File: src/hdl/mtt_pkg.sv
// ---------------------------------------------------------------------------
// mtt_pkg: shared types and constants for the map text tokenizer
// Token kinds, character codes, and the token bundle that is passed from the
// scanner through the queue to the serializer.
// ---------------------------------------------------------------------------
`timescale 1ns / 1ps
`default_nettype none

package mtt_pkg;

    // token kinds
    localparam logic [3:0] K_STRING = 4'd0;
    localparam logic [3:0] K_NUMBER = 4'd1;
    localparam logic [3:0] K_IDENT  = 4'd2;
    localparam logic [3:0] K_LPAREN = 4'd3;
    localparam logic [3:0] K_RPAREN = 4'd4;
    localparam logic [3:0] K_LBRACE = 4'd5;
    localparam logic [3:0] K_RBRACE = 4'd6;
    localparam logic [3:0] K_END    = 4'd7;
    localparam logic [3:0] K_ERROR  = 4'd8;

    // character codes
    localparam logic [7:0] CH_NUL    = 8'h00;
    localparam logic [7:0] CH_TAB    = 8'h09;
    localparam logic [7:0] CH_LF     = 8'h0a;
    localparam logic [7:0] CH_CR     = 8'h0d;
    localparam logic [7:0] CH_SPACE  = 8'h20;
    localparam logic [7:0] CH_QUOTE  = 8'h22;
    localparam logic [7:0] CH_LPAREN = 8'h28;
    localparam logic [7:0] CH_RPAREN = 8'h29;
    localparam logic [7:0] CH_MINUS  = 8'h2d;
    localparam logic [7:0] CH_DOT    = 8'h2e;
    localparam logic [7:0] CH_SLASH  = 8'h2f;
    localparam logic [7:0] CH_UNDER  = 8'h5f;
    localparam logic [7:0] CH_LBRACE = 8'h7b;
    localparam logic [7:0] CH_RBRACE = 8'h7d;

    // queue between scanner and serializer
    localparam int QDEPTH = 4;
    localparam int QPTR_W = 2;

    typedef struct packed {
        logic [3:0]  kind;
        logic [15:0] start;
        logic [15:0] length;
    } t_token;

    // all tokens caused by one text byte, slot 0 first
    typedef struct packed {
        logic [1:0]   count;
        t_token [2:0] toks;
    } t_bundle;

    function automatic logic is_digit(input logic [7:0] c);
        return (c >= 8'h30) && (c <= 8'h39);
    endfunction

    function automatic logic is_letter(input logic [7:0] c);
        return ((c >= 8'h41) && (c <= 8'h5a)) || ((c >= 8'h61) && (c <= 8'h7a)) ||
               (c == CH_UNDER);
    endfunction

endpackage

`default_nettype wire

File: src/hdl/mtt_scan.sv
// ---------------------------------------------------------------------------
// mtt_scan: byte classifier and scan state machine
// One text byte per cycle while i_accept is high; bundles the tokens it ends.
// ---------------------------------------------------------------------------
`timescale 1ns / 1ps
`default_nettype none

module mtt_scan #(
    parameter int OFFSET_BITS = 16
) (
    input  wire logic             i_clk,
    input  wire logic             i_rst_n,
    input  wire logic             i_accept,
    input  wire logic [7:0]       i_byte,
    output mtt_pkg::t_bundle      o_bundle,
    output logic                  o_push
);
    import mtt_pkg::*;

    typedef enum logic [7:0] {
        M_IDLE    = 8'b0000_0001,
        M_INT     = 8'b0000_0010,
        M_DOT     = 8'b0000_0100,
        M_FRAC    = 8'b0000_1000,
        M_IDENT   = 8'b0001_0000,
        M_STR     = 8'b0010_0000,
        M_SLASH   = 8'b0100_0000,
        M_COMMENT = 8'b1000_0000
    } t_mode;

    t_mode                  r_mode, n_mode;
    logic [OFFSET_BITS-1:0] r_pos, n_pos;
    logic [OFFSET_BITS-1:0] r_begin, n_begin;
    logic [OFFSET_BITS-1:0] pm1;
    logic [1:0]             pre_cnt;
    t_token                 pre0, pre1, rs_tok;
    logic                   rescan, rs_valid;
    t_bundle                bundle;

    function automatic t_token mk_tok(input logic [3:0] kind,
                                      input logic [OFFSET_BITS-1:0] start,
                                      input logic [OFFSET_BITS-1:0] len);
        t_token                 t;
        logic [OFFSET_BITS+15:0] s;
        logic [OFFSET_BITS+15:0] l;
        s = {16'b0, start};
        l = {16'b0, len};
        t.kind   = kind;
        t.start  = s[15:0];
        t.length = l[15:0];
        return t;
    endfunction

    assign pm1 = r_pos - OFFSET_BITS'(1);

    always_comb begin
        n_mode   = r_mode;
        n_pos    = r_pos + OFFSET_BITS'(1);
        n_begin  = r_begin;
        pre_cnt  = 2'd0;
        pre0     = '0;
        pre1     = '0;
        rescan   = 1'b0;
        rs_valid = 1'b0;
        rs_tok   = '0;

        unique case (r_mode)
            M_INT, M_FRAC: begin
                if (is_digit(i_byte)) begin
                    n_mode = r_mode;
                end else if (r_mode == M_INT && i_byte == CH_DOT) begin
                    n_mode = M_DOT;
                end else begin
                    pre0    = mk_tok(K_NUMBER, r_begin, r_pos - r_begin);
                    pre_cnt = 2'd1;
                    rescan  = 1'b1;
                end
            end
            M_DOT: begin
                if (is_digit(i_byte)) begin
                    n_mode = M_FRAC;
                end else begin
                    // number ends before the dot, dot becomes an error token
                    pre0    = mk_tok(K_NUMBER, r_begin, pm1 - r_begin);
                    pre1    = mk_tok(K_ERROR, pm1, OFFSET_BITS'(1));
                    pre_cnt = 2'd2;
                    rescan  = 1'b1;
                end
            end
            M_IDENT: begin
                if (!(is_letter(i_byte) || is_digit(i_byte))) begin
                    pre0    = mk_tok(K_IDENT, r_begin, r_pos - r_begin);
                    pre_cnt = 2'd1;
                    rescan  = 1'b1;
                end
            end
            M_STR: begin
                // an open string at end of text is dropped
                if (i_byte == CH_NUL) begin
                    rescan = 1'b1;
                end else if (i_byte == CH_QUOTE) begin
                    pre0    = mk_tok(K_STRING, r_begin,
                                     r_pos + OFFSET_BITS'(1) - r_begin);
                    pre_cnt = 2'd1;
                    n_mode  = M_IDLE;
                end
            end
            M_SLASH: begin
                if (i_byte == CH_SLASH) begin
                    n_mode = M_COMMENT;
                end else begin
                    pre0    = mk_tok(K_ERROR, pm1, OFFSET_BITS'(1));
                    pre_cnt = 2'd1;
                    rescan  = 1'b1;
                end
            end
            M_COMMENT: begin
                if (i_byte == CH_LF) begin
                    n_mode = M_IDLE;
                end else if (i_byte == CH_NUL) begin
                    rescan = 1'b1;
                end
            end
            default: begin
                rescan = 1'b1;
            end
        endcase

        if (rescan) begin
            n_mode = M_IDLE;
            priority if (i_byte == CH_NUL) begin
                rs_valid = 1'b1;
                rs_tok   = mk_tok(K_END, r_pos, '0);
                n_pos    = '0;
                n_begin  = '0;
            end else if (i_byte == CH_SPACE || i_byte == CH_TAB ||
                         i_byte == CH_CR || i_byte == CH_LF) begin
                rs_valid = 1'b0;
            end else if (i_byte == CH_SLASH) begin
                n_mode = M_SLASH;
            end else if (i_byte == CH_LPAREN) begin
                rs_valid = 1'b1;
                rs_tok   = mk_tok(K_LPAREN, r_pos, OFFSET_BITS'(1));
            end else if (i_byte == CH_RPAREN) begin
                rs_valid = 1'b1;
                rs_tok   = mk_tok(K_RPAREN, r_pos, OFFSET_BITS'(1));
            end else if (i_byte == CH_LBRACE) begin
                rs_valid = 1'b1;
                rs_tok   = mk_tok(K_LBRACE, r_pos, OFFSET_BITS'(1));
            end else if (i_byte == CH_RBRACE) begin
                rs_valid = 1'b1;
                rs_tok   = mk_tok(K_RBRACE, r_pos, OFFSET_BITS'(1));
            end else if (i_byte == CH_QUOTE) begin
                n_begin = r_pos;
                n_mode  = M_STR;
            end else if (is_digit(i_byte) || i_byte == CH_MINUS) begin
                n_begin = r_pos;
                n_mode  = M_INT;
            end else if (is_letter(i_byte)) begin
                n_begin = r_pos;
                n_mode  = M_IDENT;
            end else begin
                rs_valid = 1'b1;
                rs_tok   = mk_tok(K_ERROR, r_pos, OFFSET_BITS'(1));
            end
        end

        // rescan token goes right after the tokens closed by the old mode
        bundle.count = pre_cnt + {1'b0, rs_valid};
        bundle.toks  = '0;
        bundle.toks[0] = pre0;
        bundle.toks[1] = pre1;
        unique case (pre_cnt)
            2'd0:    bundle.toks[0] = rs_tok;
            2'd1:    bundle.toks[1] = rs_tok;
            default: bundle.toks[2] = rs_tok;
        endcase
    end

    assign o_bundle = bundle;
    assign o_push   = i_accept && (bundle.count != 2'd0);

    always_ff @(posedge i_clk) begin
        if (!i_rst_n) begin
            r_mode  <= M_IDLE;
            r_pos   <= '0;
            r_begin <= '0;
        end else if (i_accept) begin
            r_mode  <= n_mode;
            r_pos   <= n_pos;
            r_begin <= n_begin;
        end
    end

endmodule

`default_nettype wire

File: src/hdl/mtt_queue.sv
// ---------------------------------------------------------------------------
// mtt_queue: token bundle queue
// Short queue that decouples the scanner from the token serializer.
// ---------------------------------------------------------------------------
`timescale 1ns / 1ps
`default_nettype none

module mtt_queue (
    input  wire logic             i_clk,
    input  wire logic             i_rst_n,
    input  wire logic             i_push,
    input  wire mtt_pkg::t_bundle i_data,
    input  wire logic             i_pop,
    output mtt_pkg::t_bundle      o_head,
    output logic                  o_full,
    output logic                  o_empty
);
    import mtt_pkg::*;

    t_bundle           r_mem [QDEPTH];
    logic [QPTR_W-1:0] r_wr, r_rd;
    logic [QPTR_W:0]   r_cnt;
    logic              do_push, do_pop;

    assign o_full  = (r_cnt == (QPTR_W+1)'(QDEPTH));
    assign o_empty = (r_cnt == '0);
    assign do_push = i_push && !o_full;
    assign do_pop  = i_pop && !o_empty;
    assign o_head  = r_mem[r_rd];

    always_ff @(posedge i_clk) begin
        if (do_push) begin
            r_mem[r_wr] <= i_data;
        end
    end

    always_ff @(posedge i_clk) begin
        if (!i_rst_n) begin
            r_wr  <= '0;
            r_rd  <= '0;
            r_cnt <= '0;
        end else begin
            if (do_push) begin
                r_wr <= r_wr + QPTR_W'(1);
            end
            if (do_pop) begin
                r_rd <= r_rd + QPTR_W'(1);
            end
            if (do_push && !do_pop) begin
                r_cnt <= r_cnt + (QPTR_W+1)'(1);
            end else if (do_pop && !do_push) begin
                r_cnt <= r_cnt - (QPTR_W+1)'(1);
            end
        end
    end

endmodule

`default_nettype wire

File: src/hdl/mtt_serial.sv
// ---------------------------------------------------------------------------
// mtt_serial: token serializer
// Walks the tokens of the head bundle one per transfer and marks the last.
// ---------------------------------------------------------------------------
`timescale 1ns / 1ps
`default_nettype none

module mtt_serial (
    input  wire logic             i_clk,
    input  wire logic             i_rst_n,
    input  wire mtt_pkg::t_bundle i_head,
    input  wire logic             i_q_empty,
    input  wire logic             i_pop,
    output logic                  o_deq,
    output logic                  o_empty,
    output logic [3:0]            o_token_kind,
    output logic [15:0]           o_token_start,
    output logic [15:0]           o_token_length,
    output logic                  o_last_of_run
);
    import mtt_pkg::*;

    logic [1:0] r_idx;
    t_token     tok;
    logic       last, take;

    assign tok     = i_head.toks[r_idx];
    assign last    = (r_idx == i_head.count - 2'd1);
    assign take    = i_pop && !i_q_empty;
    assign o_deq   = take && last;
    assign o_empty = i_q_empty;

    assign o_token_kind   = tok.kind;
    assign o_token_start  = tok.start;
    assign o_token_length = tok.length;
    assign o_last_of_run  = last;

    always_ff @(posedge i_clk) begin
        if (!i_rst_n) begin
            r_idx <= '0;
        end else if (take) begin
            r_idx <= last ? 2'd0 : r_idx + 2'd1;
        end
    end

endmodule

`default_nettype wire

File: src/hdl/map_text_tokenizer.sv
// ---------------------------------------------------------------------------
// map_text_tokenizer: streaming tokenizer for map text
// Input channel: push i_text_byte while o_full is low; one byte per cycle.
//   A zero byte ends the text; offsets then restart at 0 for the next text.
// Output channel: while o_empty is low the oldest token is on o_token_*;
//   i_pop takes it. o_last_of_run marks the final token caused by one byte.
// Path: the scanner is combinational and the queue registers the bundle,
//   so with the queue empty a token is on the outputs right after the edge
//   that transfers the byte that ends it.
// Throughput: one byte per cycle on input while o_full is low; the output side
//   delivers one token per cycle while i_pop is high, so bytes ending up to
//   three tokens are limited by the serializer and four-entry bundle queue.
// Reset: synchronous, clears scan mode, offsets and the queue.
// Stall: when the receiver holds off, the queue fills and o_full rises;
//   the scanner keeps its state until bytes are accepted again.
// ---------------------------------------------------------------------------
`timescale 1ns / 1ps
`default_nettype none

module map_text_tokenizer #(
    parameter int OFFSET_BITS = 16
) (
    input  wire logic        i_clk,
    input  wire logic        i_rst_n,
    input  wire logic        i_push,
    output logic             o_full,
    input  wire logic [7:0]  i_text_byte,
    input  wire logic        i_pop,
    output logic             o_empty,
    output logic [3:0]       o_token_kind,
    output logic [15:0]      o_token_start,
    output logic [15:0]      o_token_length,
    output logic             o_last_of_run
);
    import mtt_pkg::*;

    t_bundle scan_bundle, head;
    logic    scan_push, q_full, q_empty, deq, accept;

    assign accept = i_push && !q_full;
    assign o_full = q_full;

    mtt_scan #(
        .OFFSET_BITS(OFFSET_BITS)
    ) u_scan (
        .i_clk    (i_clk),
        .i_rst_n  (i_rst_n),
        .i_accept (accept),
        .i_byte   (i_text_byte),
        .o_bundle (scan_bundle),
        .o_push   (scan_push)
    );

    mtt_queue u_queue (
        .i_clk   (i_clk),
        .i_rst_n (i_rst_n),
        .i_push  (scan_push),
        .i_data  (scan_bundle),
        .i_pop   (deq),
        .o_head  (head),
        .o_full  (q_full),
        .o_empty (q_empty)
    );

    mtt_serial u_serial (
        .i_clk          (i_clk),
        .i_rst_n        (i_rst_n),
        .i_head         (head),
        .i_q_empty      (q_empty),
        .i_pop          (i_pop),
        .o_deq          (deq),
        .o_empty        (o_empty),
        .o_token_kind   (o_token_kind),
        .o_token_start  (o_token_start),
        .o_token_length (o_token_length),
        .o_last_of_run  (o_last_of_run)
    );

endmodule

`default_nettype wire

File: config.mk
export PLATFORM = sky130hd
export DESIGN_NAME = map_text_tokenizer
export DESIGN_NICKNAME = d
export VERILOG_FILES = /design/src/hdl/mtt_pkg.sv /design/src/hdl/mtt_scan.sv /design/src/hdl/mtt_queue.sv /design/src/hdl/mtt_serial.sv /design/src/hdl/map_text_tokenizer.sv
export SDC_FILE = /design/constraint.sdc
export NUM_CORES = 1
export LEC_CHECK = 0
export ABC_AREA = 1
export BUFFER_PORTS_ARGS = -buffer_cell sky130_fd_sc_hd__buf_2
export CELL_PAD_IN_SITES_DETAIL_PLACEMENT = 0
export CELL_PAD_IN_SITES_GLOBAL_PLACEMENT = 1
export CORE_ASPECT_RATIO = 0.6
export CORE_MARGIN = 2
export CORE_UTILIZATION = 50
export CTS_CLUSTER_SIZE = 28
export DETAILED_ROUTE_END_ITERATION = 6
export GPL_ROUTABILITY_DRIVEN = 0
export GPL_TIMING_DRIVEN = 0
export PLACE_DENSITY = 0.86
export SKIP_LAST_GASP = 1
export SLEW_MARGIN = 20
export SYNTH_ARGS = -nofsm -noshare
export SYNTH_HDL_FRONTEND = slang
export SYNTH_SLANG_ARGS = --single-unit
File: constraint.sdc
create_clock -name i_clk -period 11.41 [get_ports i_clk]
set_clock_uncertainty 0.05 [all_clocks]
set_input_delay 0 -clock i_clk [delete_from_list [all_inputs] [get_ports i_clk]]
set_output_delay 0 -clock i_clk [all_outputs]
set_load 0.05 [all_outputs]
==> flow_metrics.tcl <==
set metrics [dict create \
    final_layout_size_suffix_gt1_share_pct 10.69 \
    synth_edf_count 320 \
    synth_area_sq_um 18930 \
    grt_pass1_vias 13910 \
    powerDensity_nw_per_um2 216.2 \
    outcome "finished, final reports clean" \
    wl_per_cell_microns 21.59 \
    dpl.cell_count 2581 \
    post_cts_buffers 0 \
    cts.sinks 371 \
    worst_path_max_delay_cell "nor2_4" \
    max_slew.worst_pin.slew_ns 1.188 \
    rsz0062_at_grt "no" \
    synth_nets 2071 \
    cts_buffers 36 \
    max_freq_mhz 192.7 \
    grt_pass1_wl_microns 85470 \
    power_mw 4.629 \
    async_flop_share_pct 0 \
    dieHeight_microns 154.7 \
    min_path_type "primary input to flop" \
    final_nets 2183 \
    wl_microns 57330 \
    netlist_instances 2003 \
    start_util_pct 50.47 \
    post-route-min-period_ns 5.191 \
    ir_worst_vdd_v 0.0001338 \
    vias 15570 \
    tns_ns 0 \
    root_buffer "clkbuf_16" \
    drc_errors 0 \
    core.rowCount 55 \
    drv_slew 0 \
    critPathBufInv 10 \
    drt_first_pass_iters 6 \
    cts_hold_buf 9 \
    io_buffer_count 50 \
    fin_ws_ns 6.219 \
    synth.distinct_cells 58 \
    cp_max_fo 22 \
    yosys-top-cells-count "nor2_1, edfxtp_1, nand2_1, o21ai_0, inv_1" \
    start_kind "primary input" \
    power_leakage_nw 8.330 \
    ys_dominant_reg_cell "edfxtp_1" \
    die_w_microns 255.2 \
    synth.area.top_cells "edfxtp_1, nor2_1, nand2_1" \
    final_util_pct 57.08 \
    instances_no_fill 2655 \
    cp.arrival_ns 5.38 \
    h-tree-depth 2 \
    clockBufferDepth 3 \
    yosysTopAreaCell "edfxtp_1" \
    synth_top_area_share_pct 50.77 \
    cpLargestDelayFamily "buffers and inverters" \
    clk_pin_slew_ns 0.07 \
    dp_slack_ns 6.946 \
    worstSetupPathType "primary input to flop" \
    syn_to_final_growth_pct 13.11 \
    tritoncts "yes" \
    yosysWarnings 0 \
    clk_latency_ns 0.55 \
    core-area_sq_um 37500 \
    syn_avg_cell_area_sq_um 9.449 \
    setup_viol 0 \
    grt_util_all_layers_pct 29.01 \
    diodes 0 \
    antenna_found_initial 0 \
    drv_cap 0 \
    synthMostInstantiatedCell "nor2_1" \
    ant_nets 0 \
    post_cts_resized 0 \
    die-area_sq_um 39480 \
    ios 51 \
    drtIter0Drc 2238 \
    ys_seq_area_share_pct 56.16 \
    cp-end-kind "flop" \
    overflow 0 \
    path_cells "dlygate4sd3_1 > buf_2 > nor2_4 > dlygate4sd3_1 > nand2_2 > dlygate4sd3_1 > nor2_8 > nand2_1 > nand2_2 > nor2_8 > nand2_8 > inv_4 > nor2_8 > buf_6 > ha_1 > inv_1 > xor2_1 > or2_1 > nand2_2 > nor2_4 > buf_12 > buf_12 > buf_16" \
    routed_via_density 5.863 \
    grt_max_degree 24 \
    ys_ff_latch 371 \
    dpl.hpwl_microns 42940 \
    critPathMaxStageDelay_ns 0.65 \
    critPathRequiredTime_ns 11.60 \
    slew_headroom_pct 20.06 \
    hold_viol 0 \
    period_share_pct 45.49 \
]
-- layer usage --
layer,up-vias,track usage [%],share of wire [%]
li1,7191,-,-
met4,0,4.651,1.4
met2,916,38.26,39
met3,56,9.357,14
met1,7403,46.37,46
met5,-,0,0
-- layout make-up --
type,instances,area (sq um)
clock buffers,43,927.1
well taps,513,641.9
multi-input cells,1382,7307
fillers,3234,16100
flip-flops and latches,371,10630
inverters,150,568.0
clock inverters,22,177.7
repair buffers,74,700.7
plain buffers,100,455.4
-- flip-flops by register name, indices dropped and copies added (netlist names), named ones only --
signal          count
u_queue.r_rd        2
u_scan.r_mode       8
u_serial.r_idx      2
u_queue.r_wr        2
u_queue.r_cnt       3
u_scan.r_begin     16
u_scan.r_pos       16
u_queue.r_mem     320
-- cell families after synthesis --
| kind of cell | share of synthesized area, % |
|---|---|
| adders and majority gates | 3.861 |
| and+or+nand+nor | 18.92 |
| buffers and inverters | 5.408 |
| DFF | 56.16 |
| AOI/OAI and AO/OA | 13.84 |
| xor gates and xnor gates | 1.805 |
-- worst register-to-register path, delay by kind of cell, from the launching register on --
family	cells	cell delay [ns]
simple gates	9	1.89
flops	1	0.72
compound gates	3	0.71
fa+ha+maj	2	0.67
xor+xnor	1	0.17
buf+inv	2	0.17
-- final timing paths --
kind / from / endpoint / slack (ns) / cells after the start
max: i_text_byte[6] / u_queue.r_mem[3][95] / 6.22 / 23
min: i_text_byte[2] / u_scan.r_mode[5] / 0.03 / 6
max reg2reg: u_scan.r_pos[0] / u_queue.r_mem[3][14] / 6.74 / 17
min reg2reg: u_scan.r_mode[6] / u_scan.r_mode[6] / 0.45 / 2
-- metrics by stage --
stage                     hold slack (ns)  cell area [sq um]
after floorplan                    0.1078              18930
after global placement             0.2804              19820
after detailed placement           0.2846              20210
after CTS                         0.02690              21400
after global routing              0.06988              21410
final                             0.03270              21410
-- power breakdown --
| group | switching, mW | internal, mW |
|---|---|---|
| Sequential | 0.0479 | 1.65 |
| Clock | 0.534 | 0.615 |
| Combinational | 1.32 | 0.462 |
-- cell usage in the layout, fill, tap and decap left out, types with 8 or more instances in the layout --
cell             n
nor3_1          14
nand2_1        316
clkinv_2         9
nand4_1         14
clkbuf_1        78
nor2_4           8
nand2_2         23
inv_1          135
o21ai_0        200
o22ai_1         70
nand3_1         89
edfxtp_1       320
o211ai_1        11
xnor2_1          8
a21oi_1        103
o221ai_1         8
dlygate4sd3_1    9
o22ai_2          8
dfxtp_1         51
clkbuf_16       36
nor2_1         333
buf_16           8
inv_2           12
o21ai_1         14
buf_2           66
a22oi_1         14
ha_1            52
xor2_1          31
Power figures use the tool's default switching activity.
